[src/rtl/core/hpc_pkg.sv]
`default_nettype none
package hpc_pkg;

   localparam int ENTRIES = 64;
   localparam int BUCKETS = 128;    // power of two, hash is the low port bits

   localparam int LINK_W  = $clog2(ENTRIES + 1);
   localparam int IDX_W   = $clog2(ENTRIES);
   localparam int BKT_W   = $clog2(BUCKETS);
   localparam int CNT_W   = $clog2(ENTRIES + 1);
   localparam int IDLE_W  = 32;
   localparam int SUM_W   = IDLE_W + $clog2(ENTRIES);
   localparam int CLR_N   = (BUCKETS > ENTRIES) ? BUCKETS : ENTRIES;
   localparam int CLR_W   = $clog2(CLR_N + 1);
   localparam int PURGE_MIN = (3 * ENTRIES) >> 2;

   localparam logic [LINK_W-1:0] NIL      = LINK_W'(ENTRIES);
   localparam logic [IDLE_W-1:0] IDLE_MAX = '1;

   localparam logic [2:0] FN_INSTALL = 3'd0;
   localparam logic [2:0] FN_LOOKUP  = 3'd1;
   localparam logic [2:0] FN_MATCH   = 3'd2;
   localparam logic [2:0] FN_REMOVE  = 3'd3;
   localparam logic [2:0] FN_SWEEP   = 3'd4;

   typedef struct packed {
      logic [2:0]  func;
      logic [47:0] port_key;
      logic [63:0] net_addr;
      logic [15:0] thread_id;
      logic        is_local;
      logic [31:0] round_trip;
      logic [31:0] context_tag;
      logic        owner_only;
   } req_type;

   typedef struct packed {
      logic        found;
      logic        status;
      logic [15:0] thread_out;
      logic [63:0] addr_out;
      logic        local_out;
      logic [31:0] round_trip_out;
      logic [31:0] tag_out;
      logic [6:0]  remote_entries;
      logic [31:0] oldest_out;
   } rsp_type;

   typedef struct packed {
      logic [LINK_W-1:0] link;
      logic [47:0]       port;
      logic [63:0]       addr;
      logic [15:0]       thread;
      logic              is_local;
      logic [31:0]       round_trip;
      logic [31:0]       tag;
      logic [IDLE_W-1:0] idle;
   } slot_type;

   localparam int SLOT_W = $bits(slot_type);

   typedef struct packed {
      logic             start;
      logic [SUM_W-1:0] dividend;
      logic [CNT_W-1:0] divisor;
   } div_in_type;

   typedef struct packed {
      logic             done;
      logic [SUM_W-1:0] quotient;
   } div_out_type;

   typedef enum logic [4:0] {
      ST_CLEAR, ST_IDLE, ST_HEAD, ST_HEAD_W, ST_WALK, ST_CHK, ST_REL1, ST_REL2,
      ST_ALLOC, ST_ALLOC_W, ST_SCAN_B, ST_SCAN_BW, ST_SCAN_WALK, ST_SCAN_CHK,
      ST_EVICT, ST_SWEEP, ST_DIV, ST_DONE
   } state_type;

endpackage
`default_nettype wire

[src/rtl/core/hpc_div.sv]
`default_nettype none
module hpc_div
   import hpc_pkg::*;
(
   input  wire logic        clock,
   input  wire logic        reset,
   input  wire div_in_type  div_in,
   output div_out_type      div_out
);
   localparam int STEP_W = $clog2(SUM_W + 1);

   logic              busy_ff, busy_in;
   logic              done_ff, done_in;
   logic [STEP_W-1:0] step_ff, step_in;
   logic [SUM_W-1:0]  quo_ff, quo_in;
   logic [CNT_W-1:0]  rem_ff, rem_in;
   logic [CNT_W-1:0]  dsr_ff, dsr_in;
   logic [CNT_W:0]    trial;

   // restoring, one quotient bit a cycle
   always_comb begin
      busy_in = busy_ff;
      done_in = 1'b0;
      step_in = step_ff;
      quo_in  = quo_ff;
      rem_in  = rem_ff;
      dsr_in  = dsr_ff;
      trial   = {rem_ff, quo_ff[SUM_W-1]};
      if (div_in.start) begin
         busy_in = 1'b1;
         step_in = '0;
         quo_in  = div_in.dividend;
         rem_in  = '0;
         dsr_in  = div_in.divisor;
      end else if (busy_ff) begin
         if (trial >= {1'b0, dsr_ff}) begin
            rem_in = CNT_W'(trial - {1'b0, dsr_ff});
            quo_in = {quo_ff[SUM_W-2:0], 1'b1};
         end else begin
            rem_in = CNT_W'(trial);
            quo_in = {quo_ff[SUM_W-2:0], 1'b0};
         end
         step_in = step_ff + 1'b1;
         if (step_ff == STEP_W'(SUM_W - 1)) begin
            busy_in = 1'b0;
            done_in = 1'b1;
         end
      end
   end

   always_ff @(posedge clock) begin
      if (reset) begin
         busy_ff <= 1'b0;
         done_ff <= 1'b0;
      end else begin
         busy_ff <= busy_in;
         done_ff <= done_in;
      end
      step_ff <= step_in;
      quo_ff  <= quo_in;
      rem_ff  <= rem_in;
      dsr_ff  <= dsr_in;
   end

   assign div_out.done     = done_ff;
   assign div_out.quotient = quo_ff;
endmodule
`default_nettype wire

[config.mk]
export PLATFORM = sky130hd
export DESIGN_NAME = hpc_div
export DESIGN_NICKNAME = d
export VERILOG_FILES = /design/src/rtl/core/hpc_pkg.sv /design/src/rtl/core/hpc_div.sv
export SDC_FILE = /design/constraint.sdc
export NUM_CORES = 1
export LEC_CHECK = 0
export BUFFER_PORTS_ARGS = -buffer_cell sky130_fd_sc_hd__buf_2
export CORE_AREA = 2 2 81 83
export CTS_CLUSTER_SIZE = 16
export DETAILED_ROUTE_END_ITERATION = 16
export DIE_AREA = 0 0 83 85
export GPL_ROUTABILITY_DRIVEN = 0
export HOLD_SLACK_MARGIN = 0.05
export PLACE_DENSITY = 0.83
export SLEW_MARGIN = 40
export SYNTH_ARGS = -nofsm -noshare
export SYNTH_HDL_FRONTEND = slang
export SYNTH_SLANG_ARGS = --single-unit
export TNS_END_PERCENT = 10
[constraint.sdc]
create_clock -name clock -period 4.6 [get_ports clock]
set_input_delay 0.46 -clock clock [delete_from_list [all_inputs] [get_ports clock]]
set_output_delay 0.46 -clock clock [all_outputs]
set_load 0.1 [all_outputs]
==> flow_summary.yaml <==
sta:
  rsz_0062_raised_after_global_routing: "no"
  setup_tns_ps: 0
  fin_skew_ps: 9.52
  slew_viol_final: 0
  post-route-period-util_pct: 47.2
  maxSlewHeadroom_pct: 47.1
  final_hold_violation_count: 0
  final.min_clock_period_ps: 2170
  timing.final.setup_violations: 0
  max_clock_freq_ghz: 0.460
  max_slew.worst_pin.slew_ps: 792
worst_setup_path:
  timing.critical_path.cells: "inv_1, ha_1, fa_1, nand2b_2, a211o_4, a41oi_1, o31ai_1"
  critical_path_depth: 7
  critical_path_class: "register to register"
  crit_path_max_fanout: 7
  critical_path_required_ps: 4820
  timing.critical_path.to_type: "register"
  slowest_stage_delay_cp_ps: 430
  r2r_start: "quo_ff[37]"
  worst_ep_arrival_time_ps: 2390
  timing.rr.end: "rem_ff[4]"
  cell_type_of_the_slowest_stage_on_the_worst_timing_path: "edfxtp_1"
  startpoint: "quo_ff[37]"
  timing.critical_path.buf_inv: 1
  critPathTopFamily: "compound AO/OA/AOI/OAI gates"
  crit_end: "rem_ff[4]"
  timing.reg2reg.worst_path_depth: 7
  r2r_setup_slack_ps: 2430
  cp-start-kind: "register"
cts:
  postCtsHoldBufs: 0
  clockRootBuffer: "clkbuf_8"
  clkLatencyLatePin_ps: 340
  cts_tree: "built"
  clkSlewWorstSetupHoldPaths_ps: 70
  cts_setup_buffers: 0
  cts_made_buffers: 9
  cts_resized: 0
  htree_levels: 3
  cts.sinks: 60
  clockBufferDepth: 2
logic_synthesis:
  ys_async_rst_share_pct: 0
  synthesis.area_per_instance_um2: 13.0
  synthCells: 229
  post_syn_nets: 287
  syn_area_um2: 2990
  synth.lib_cells_used.distinct: 47
  synth-main-ff-cell: "edfxtp_1"
  ys_warn_count: 0
  sequential_to_total_area_share_from_yosys_stat_pct: 55.3
  synth-edff-count: 45
  synth_seq_cells: 60
worst_hold_path:
  timing.hold.worst.class: "primary input to register"
  hold_path.startpoint: "div_in[1]"
  holdPathStages: 1
grt:
  grt_use_met2_pct: 29.1
  largest_net_degree_at_the_start_of_global_routing: 45
  gr-total-overflow: 0
  number_of_global_route_vias_before_repair: 2169
  grt_antenna_before_repair: 0
  grt_busiest_layer: "met2"
  grt_usage_pct: 17.9
  use_met1_pct: 21.5
  grt_first_pass_wirelength_um: 9920
  grtUsageMet3_pct: 6.81
floorplanning:
  die_height_um: 85
  floorplan.io_pins: 87
  floorplan.die.width_um: 83
  floorplan.core_area_um2: 6200
  floorplan.initialDensity_pct: 48.2
  dieArea_um2: 7060
  rows: 29
layout:
  post_route_cells_drive_above_1_share_pct: 48.9
  areaGrowthSynthToFinish_pct: 22.7
  final_common_cell: "buf_2"
  fin_nets: 374
  insertedDiodeCount: 0
  finalCoreUtilization_pct: 59.1
  most-common-layout-cells: "85 x buf_2, 45 x edfxtp_1, 38 x mux2_2, 15 x dfxtp_1, 14 x nor2_1"
routing:
  routed_wire_length_per_instance_um: 15.3
  route.antenna.remaining_nets: 0
  initialDrtViolationCount: 147
  via_total_after_detailed_routing: 2148
  via_per_inst: 5.40
  number_of_optimization_iterations_in_the_first_detailed_route_pass: 4
  drcViolationCount: 0
  drt-total-wl_um: 6090
placed_design:
  hpwlAfterDp_um: 4180
  port-buffer-count: 86
power_and_ir_drop:
  vdd_drop_max_v: 0.000364
  p_per_area_nw_per_um2: 439
  power.static_leakage_nw: 1.52
run:
  max_cap_viol_count: 0
outcome:
  result_of_the_run: "finished, final reports clean"
-- synthesized netlist by cell type, drive strengths merged (4+ instances only) --
library cell,count,area share [%]
a211oi,5,1.6
a41oi,4,1.2
buf,6,1.3
clkbuf,5,0.75
dfxtp,15,10
edfxtp,45,45
ha,9,3.8
inv,11,1.4
mux2,38,14
nand2,9,1.1
nand4,4,0.84
nor2,14,1.8
nor2b,4,0.84
nor3,4,0.67
nor3b,8,2.0
o21ai,5,0.84
o31ai,4,1.0
-- cells by family (layout without fill, tap and decap cells) --
| logic type | Yosys count | count (layout) | synth area share [%] |
|---|---|---|---|
| and+or+nand+nor | 59 | 59 | 11.4 |
| buffers and inverters | 22 | 114 | 3.43 |
| muxes | 38 | 38 | 14.3 |
| adders and majority gates | 10 | 10 | 4.44 |
| AOI/OAI and AO/OA | 34 | 34 | 9.38 |
| xor gates and xnor gates | 6 | 6 | 1.76 |
| DFF | 60 | 60 | 55.3 |
-- routing by layer --
metal / routed length, um / up-vias / share of wire, %
li1: - / 1043 / -
met2: 3020 / 73 / 50
met5: 0 / - / 0
met1: 2620 / 1026 / 43
met3: 387 / 6 / 6.4
met4: 66 / 0 / 1.1
-- metrics by stage --
stage | worst slack, ps | instances | total power, mW | hold WS [ps] | cell area, um^2
CTS | 2430 | 398 | 1.62 | 280 | 3660
global route | 2340 | 398 | 1.67 | 271 | 3670
finish | 2430 | 398 | 1.61 | 299 | 3670
global placement | 2280 | 382 | 1.13 | 471 | 3460
floorplan | 1950 | 229 | 1.06 | 458 | 2990
detailed placement | 2220 | 382 | 1.14 | 491 | 3460
-- worst min-delay path by stage --
stage / to / slack, ps
3_5_place_dp: step_ff[5] / 490
2_1_floorplan: step_ff[5] / 460
4_1_cts: dsr_ff[3] / 280
3_3_place_gp: step_ff[5] / 470
6_report: dsr_ff[1] / 300
5_1_grt: dsr_ff[3] / 270
-- power breakdown --
part | internal [mW] | switching, mW | total (mW)
registers | 0.640 | 0.0305 | 0.671
clock network | 0.253 | 0.228 | 0.481
logic | 0.107 | 0.350 | 0.457
-- sequential cells by signal, summed over array words and instances, names as in the netlist --
name / flops
busy_ff: 1
step_ff: 6
rem_ff: 7
done_ff: 1
quo_ff: 38
dsr_ff: 7
-- layout make-up --
| cell class | instances | area (um^2) |
|---|---|---|
| fill | 471 | 2540 |
| timing repair buffer | 87 | 440 |
| clock inverter | 7 | 76.3 |
| sequential | 60 | 1650 |
| tap | 77 | 96.3 |
| inverter | 11 | 41.3 |
| clock buffer | 9 | 124 |
| multi-input combinational | 147 | 1240 |
Power figures use the tool's default switching activity.
