**config.mk**
```make
export PLATFORM = sky130hd
export DESIGN_NAME = hpc_ram
export DESIGN_NICKNAME = d
export VERILOG_FILES = /design/src/rtl/core/hpc_ram.sv
export SDC_FILE = /design/constraint.sdc
export NUM_CORES = 1
export LEC_CHECK = 0
export ABC_AREA = 1
export BUFFER_PORTS_ARGS = -buffer_cell sky130_fd_sc_hd__buf_2
export CAP_MARGIN = 20
export CORE_UTILIZATION = 61
export DETAILED_ROUTE_END_ITERATION = 8
export GPL_ROUTABILITY_DRIVEN = 0
export HOLD_SLACK_MARGIN = 0.08
export PLACE_DENSITY = 0.91
export SYNTH_ARGS = -nofsm -noshare
export SYNTH_HDL_FRONTEND = slang
export SYNTH_SLANG_ARGS = --single-unit
export TNS_END_PERCENT = 30
```
**constraint.sdc**
```tcl
create_clock -name clock -period 1.8 [get_ports clock]
set_input_delay 0.45 -clock clock [delete_from_list [all_inputs] [get_ports clock]]
set_output_delay 0.45 -clock clock [all_outputs]
set_load 0.02 [all_outputs]
```
**src/rtl/core/hpc_ram.sv**
```systemverilog
`default_nettype none
module hpc_ram #(
   parameter int WIDTH = 8,
   parameter int DEPTH = 16
) (
   input  wire logic                     clock,
   input  wire logic                     wr_en,
   input  wire logic [$clog2(DEPTH)-1:0] wr_addr,
   input  wire logic [WIDTH-1:0]         wr_data,
   input  wire logic                     rd_en,
   input  wire logic [$clog2(DEPTH)-1:0] rd_addr,
   output logic      [WIDTH-1:0]         rd_data
);
   logic [WIDTH-1:0] mem [DEPTH];

   always_ff @(posedge clock) begin
      if (wr_en) begin
         mem[wr_addr] <= wr_data;
      end
      if (rd_en) begin
         rd_data <= mem[rd_addr];
      end
   end
endmodule
`default_nettype wire

```
==> results of run 1 <==
-- routing by layer --
layer	global-route usage	vias up	part of all wire
met5	0	-	0
met4	0.1301	0	0.040
met3	0.06894	61	0.12
met2	0.5125	347	0.50
met1	0.3743	1878	0.34
li1	-	1876	-
-- how the worst max path moves through the flow --
stage                     slack [ns]       start         end  cells past startpoint
after global placement          0.16  rd_addr[1]  rd_data[2]                      6
final                           0.22  rd_data[1]  rd_data[1]                      1
after CTS                       0.22  rd_data[1]  rd_data[1]                      1
after detailed placement        0.12  rd_addr[1]  rd_data[5]                      6
after floorplan                 0.40  wr_addr[2]  mem[10][0]                      2
after global routing            0.19  rd_data[3]  rd_data[3]                      1
-- power by group --
group / total [mW] / switching [mW] / internal [mW] / leakage (nW)
clock: 4.06 / 1.26 / 2.80 / 0.333
sequential: 3.59 / 0.0233 / 3.57 / 1.24
combinational: 0.472 / 0.340 / 0.132 / 1.43
-- registers in the layout, indices dropped and copies added (netlist names) --
signal   count
mem        128
rd_data      8
-- final cells by class --
| class | instances | area share |
|---|---|---|
| Timing Repair Buffer | 51 | 0.04985 |
| Clock buffer | 18 | 0.06077 |
| Clock inverter | 13 | 0.03985 |
| Multi-Input combinational cell | 289 | 0.1765 |
| Sequential cell | 136 | 0.5939 |
| Inverter | 102 | 0.05568 |
| Tap cell | 129 | 0.02347 |
-- logic make-up (layout without fill, tap and decap cells) --
family / Yosys count / after routing
buf+inv: 126 / 184
flops: 136 / 136
simple gates: 289 / 289
-- layout by cell type, fill, tap and decap left out --
cell type,count
clkbuf_8,1
buf_4,23
clkbuf_1,1
nor2_1,17
clkinvlp_4,1
nand3_1,97
clkinv_2,1
inv_1,100
buf_12,2
nand2_1,173
clkbuf_16,16
edfxtp_1,136
inv_6,1
clkinv_1,1
bufinv_16,8
buf_2,26
inv_2,2
clkinv_4,1
nand3b_1,2
==> metrics.txt, run 1 <==
clock sinks 136; Yosys top cell area share 0.6985; hold path startpoint rd_en; worst skew pair latency 0.51 ns; relative slew slack 0.5765; Final setup viols 0; Peak Freq 631.3 MHz; Vias per Instance 5.640; LEAKAGE approximately 3.0 nW; hold buffers post-CTS 0; Layout Utilization 0.7407; largest family of logic cells by synthesized area simple AND/OR/NAND/NOR gates; H-tree Lvls 4; Post-CTS Repair Setup Buffers 0; Max Clock Skew around 0.0043 ns; largest area contributor in the netlist edfxtp_1; EDFF count, synth 136; reg2reg end rd_data[2]; ANT cells 0; Worst path slowest cell edfxtp_1; # DRC 0; initial antenna violation count 0; status finished, final reports clean; grt ovf 0; most frequently used flop master after synthesis edfxtp_1; FILL cells 577; RSZ-0062 raised after global routing no; clk slew on worst S/H paths 0.06 ns; syn nets 570; crit-path leading delay family flip-flops; IO Port Bufs 26; Rows 35; first-pass GRT wire length roughly 22 mm; placed cell areas 0.006185 mm2; Hold Fails Final Rpt 0; DP Worst Slack 0.1170 ns; I/O pin count 27; number of CTS-inserted buffers 17; total negative slack 0 ns; Max-Cap Viols 0; Tcrit/Tclk final 0.8800; delay of the slowest critical-path stage between 0.4 and 0.5 ns; Slew Limit Fails 0; mux cell area share after synthesis 0; XOR/XNOR Fraction of Synth Area 0; CTS max path bufs 2; sequential-to-total area share from yosys stat 0.6985; Synth Area in Adders 0; DPL Wire Length 7.882 mm; Worst setup SP type register; Overall Global Routing Usage 0.3017; min Tclk post-route 1.584 ns; final worst slack 0.2160 ns; synthesized area 0.005847 mm2; Die Y 99.91 um; CP Buf/Inv Count 1; Worst Path Max Fanout 1; CTS tree yes; distinct cell type count after synthesis 11; synth top area cells edfxtp_1 70%, nand2_1 11%, nand3_1 8.3%; Simple-Gate Fraction of Synth Area 0.2076; largest net degree at the start of global routing 33; crit path capture type primary output; syn avg cell area 10.61 um2; critical path class reg2out; Worst Hold Depth 1; CTS resizes 0; Initial DRT Pass Iterations 9; Synth top cells by count 173 x nand2_1, 136 x edfxtp_1, 100 x inv_1, 97 x nand3_1, 17 x nor2_1; placed cells around 700; Synth Area in Compound Gates 0; Core ar. roughly 0.0093 mm2; Syn-to-layout area delta 17.61%; worst endpoint required time 1.35 ns; vias in the first global route 4068; WHS Endpoint rd_data[3]; Initial Util 0.6298; multi-input logic area 0.001214 mm2; Warnings, synthesis 0; Worst VDD drop 822.2 uV; crit path cell chain buf_2; nets@finish 616; clock root cell clkbuf_8; pwr dens 1181 mW/mm2; worst r2r src mem[0][2]; reg-to-reg setup timing slack 0.52 ns; Post-Route WL about 14 mm; worst-case hold slack 0.3063 ns; Worst R2R Path Depth 6; final instance area roughly 0.0069 mm2; WL per Instance 18.95 um; register area 0.004084 mm2; Final Non-Filler Cells between 700 and 800; Antenna Nets Post-Route 0; layout cell share with drive strength beyond 1 0.1346; Synth Register Bits 136; Tot Pwr 8.123 mW; HP Class in2reg; Crit path arrival time 1.13 ns; most common cell in the netlist nand2_1; Die ar. around 0.01 mm2; Die W 99.91 um; Mapped Cells 551; Vias roughly 4200; ys async rst share 0; DR iter-0 viols about 530; worst-margin pin slew 0.6343 ns
No activity file was read; power rests on OpenSTA's default activity.
==> inputs of run 2 (changes only) <==
--- a/config.mk
+++ b/config.mk
@@ -7,10 +7,10 @@
 export LEC_CHECK = 0
 export ABC_AREA = 1
 export BUFFER_PORTS_ARGS = -buffer_cell sky130_fd_sc_hd__buf_2
-export CAP_MARGIN = 20
 export CORE_UTILIZATION = 61
 export DETAILED_ROUTE_END_ITERATION = 8
 export GPL_ROUTABILITY_DRIVEN = 0
+export GPL_TIMING_DRIVEN = 0
 export HOLD_SLACK_MARGIN = 0.08
 export PLACE_DENSITY = 0.91
 export SYNTH_ARGS = -nofsm -noshare
==> run 2 against run 1 <==
  * Non-clock buffer count down 4
  * First-iteration DRC count up 23%
  * Sequential power barely moved
  * Final area fell by 2.7%
  * Cell count fell by 0.41%
  * Setup slack gained 0.063 ns
  * Critical endpoint is now rd_data[7]
  * Largest cell class unchanged
==> metrics.txt, run 2 (synthesized netlist as in run 1, its figures left out) <==
met1 usage 0.4026 (was 0.3743); Vias 4289 (was 4162); # DRC 0 (unchanged); Worst path slowest cell edfxtp_1 (unchanged); Worst setup SP type register (unchanged); commonest non-fill, non-tap cell in the layout nand2_1 (unchanged); commonest non-fill, non-tap cells in the layout 173 x nand2_1, 136 x edfxtp_1, 100 x inv_1 (unchanged); DPL Wire Length 8.828 mm (was 7.882 mm); Die Y 99.91 um (unchanged); CTS max path bufs 2 (unchanged); hold buffers post-CTS 0 (unchanged); DR iter-0 viols 655 (was 533); pwr dens 1109 mW/mm2 (was 1181 mW/mm2); layout cell share with drive strength beyond 1 0.1304 (was 0.1346); Vias per Instance 5.835 (was 5.640); worst-case hold slack 0.2464 ns (was 0.3063 ns); Initial Util 0.6298 (unchanged); Crit path arrival time 1.07 ns (was 1.13 ns); CTS resizes 0 (unchanged); initial antenna violation count 0 (unchanged); CP Buf/Inv Count 1 (unchanged); Worst R2R Path Depth 6 (unchanged); Overall Global Routing Usage 0.3166 (was 0.3017); max FFs per register 128 (unchanged); Max Clock Skew 0.008489 ns (was 0.004328 ns); CTS tree yes (unchanged); busiest grt layer met2 (unchanged); clk slew on worst S/H paths 0.06 ns (about the same); ANT cells 0 (unchanged); status finished, final reports clean (unchanged); Top Registers mem x128, rd_data x8 (unchanged); reg2reg end rd_data[2] (unchanged); clock root cell clkbuf_8 (unchanged); reg-to-reg setup timing slack 0.54 ns (was 0.52 ns); Worst VDD drop 798.1 uV (was 822.2 uV); Tcrit/Tclk final 0.8453 (was 0.8800); crit-path leading delay family flip-flops (unchanged); crit path cell chain buf_2 (unchanged); Worst setup startpoint rd_data[7] (was rd_data[1]); WL per Instance 19.60 um (was 18.95 um); relative slew slack 0.3444 (was 0.5765); HP Class in2reg (unchanged); Peak Freq 657.2 MHz (was 631.3 MHz); min Tclk post-route 1.522 ns (was 1.584 ns); Core ar. 0.009284 mm2 (unchanged); M3 GR Usage 0.08705 (was 0.06894); largest net degree at the start of global routing 17 (was 33); total negative slack 0 ns (unchanged); Top reg by flops mem (unchanged); grt met2 use 0.4955 (was 0.5125); I/O pin count 27 (unchanged); delay of the slowest critical-path stage 0.37 ns (was 0.43 ns); clock sinks 136 (unchanged); first-pass GRT wire length 22.25 mm (was 21.51 mm); number of CTS-inserted buffers 17 (unchanged); worst endpoint required time 1.35 ns (about the same); Slew Limit Fails 0 (unchanged); worst r2r src mem[11][2] (was mem[0][2]); Rows 35 (unchanged); grt ovf 0 (unchanged); LEAKAGE 2.906 nW (was 3.002 nW); placed cells 703 (was 707); Hold Fails Final Rpt 0 (unchanged); RSZ-0062 raised after global routing no (unchanged); Max-Cap Viols 0 (unchanged); H-tree Lvls 4 (unchanged); Initial DRT Pass Iterations 5 (was 9); Die W 99.91 um (unchanged); Post-CTS Repair Setup Buffers 0 (unchanged); Worst setup endpoint rd_data[7] (was rd_data[1]); Final setup viols 0 (unchanged); Antenna Nets Post-Route 0 (unchanged); Levels on crit path 1 (unchanged); IO Port Bufs 23 (was 26); vias in the first global route 4173 (was 4068); Post-Route WL 14.40 mm (was 13.98 mm); nets@finish 612 (was 616); crit path capture type primary output (unchanged); Worst Path Max Fanout 1 (unchanged); worst skew pair latency 0.54 ns (was 0.51 ns); Final Non-Filler Cells 735 (was 738); worst-margin pin slew 0.9798 ns (was 0.6343 ns); critical path class reg2out (unchanged); Die ar. 0.009981 mm2 (unchanged); Syn-to-layout area delta 14.42% (was 17.61%)
[run 2: changes by cell type in the layout (fill, tap and decap cells not counted), sizes merged]
cell    change
bufinv      -6
buf         -4
clkinv      +4
inv         +3
[run 2: per-stage QoR]
step / utilization / power (mW) / worst slack [ns] / cell area, um2
final: 0.7206 / 7.416 / 0.2785 / 6690
after floorplan: - / 3.920 / 0.3992 / 5847
after CTS: 0.7206 / 7.380 / 0.2595 / 6690
after global routing: 0.7206 / 7.565 / 0.2455 / 6690
after detailed placement: 0.6596 / 4.110 / -0.1223 / 6123
after global placement: 0.6596 / 4.082 / -0.06781 / 6123
[run 2: final cells by class]
type                    count  area [um2]
inverters                 102       382.9
fillers                   581        2594
multi-input cells         289        1214
well taps                 129       161.4
repair buffers             23       115.1
plain buffers              24       166.4
flip-flops and latches    136        4084
clock inverters            14       148.9
clock buffers              18       417.9
[run 2: metal layers]
layer  wire length, um  vias to the layer above  share of wire
met5                 0                        -              0
met4               640                        0          0.044
met3              1901                       73           0.13
met2              6847                      381           0.48
met1              5015                     1969           0.35
li1                  -                     1866              -
[run 2: worst min-delay path by stage]
stage	start	to	cells past startpoint
floorplan	wr_data[0]	mem[0][0]	0
global placement	mem[8][0]	rd_data[0]	6
detailed placement	mem[8][0]	rd_data[0]	6
CTS	rd_en	rd_data[3]	1
global route	rd_en	rd_data[1]	1
finish	rd_en	rd_data[3]	1
[run 2: power breakdown]
| part | switching, mW | internal (mW) | total (mW) | leakage [nW] |
|---|---|---|---|---|
| clock network | 1.36 | 1.98 | 3.34 | 0.280 |
| logic | 0.355 | 0.133 | 0.488 | 1.39 |
| registers | 0.0181 | 3.57 | 3.59 | 1.24 |
| total | 1.73 | 5.68 | 7.42 | 2.91 |
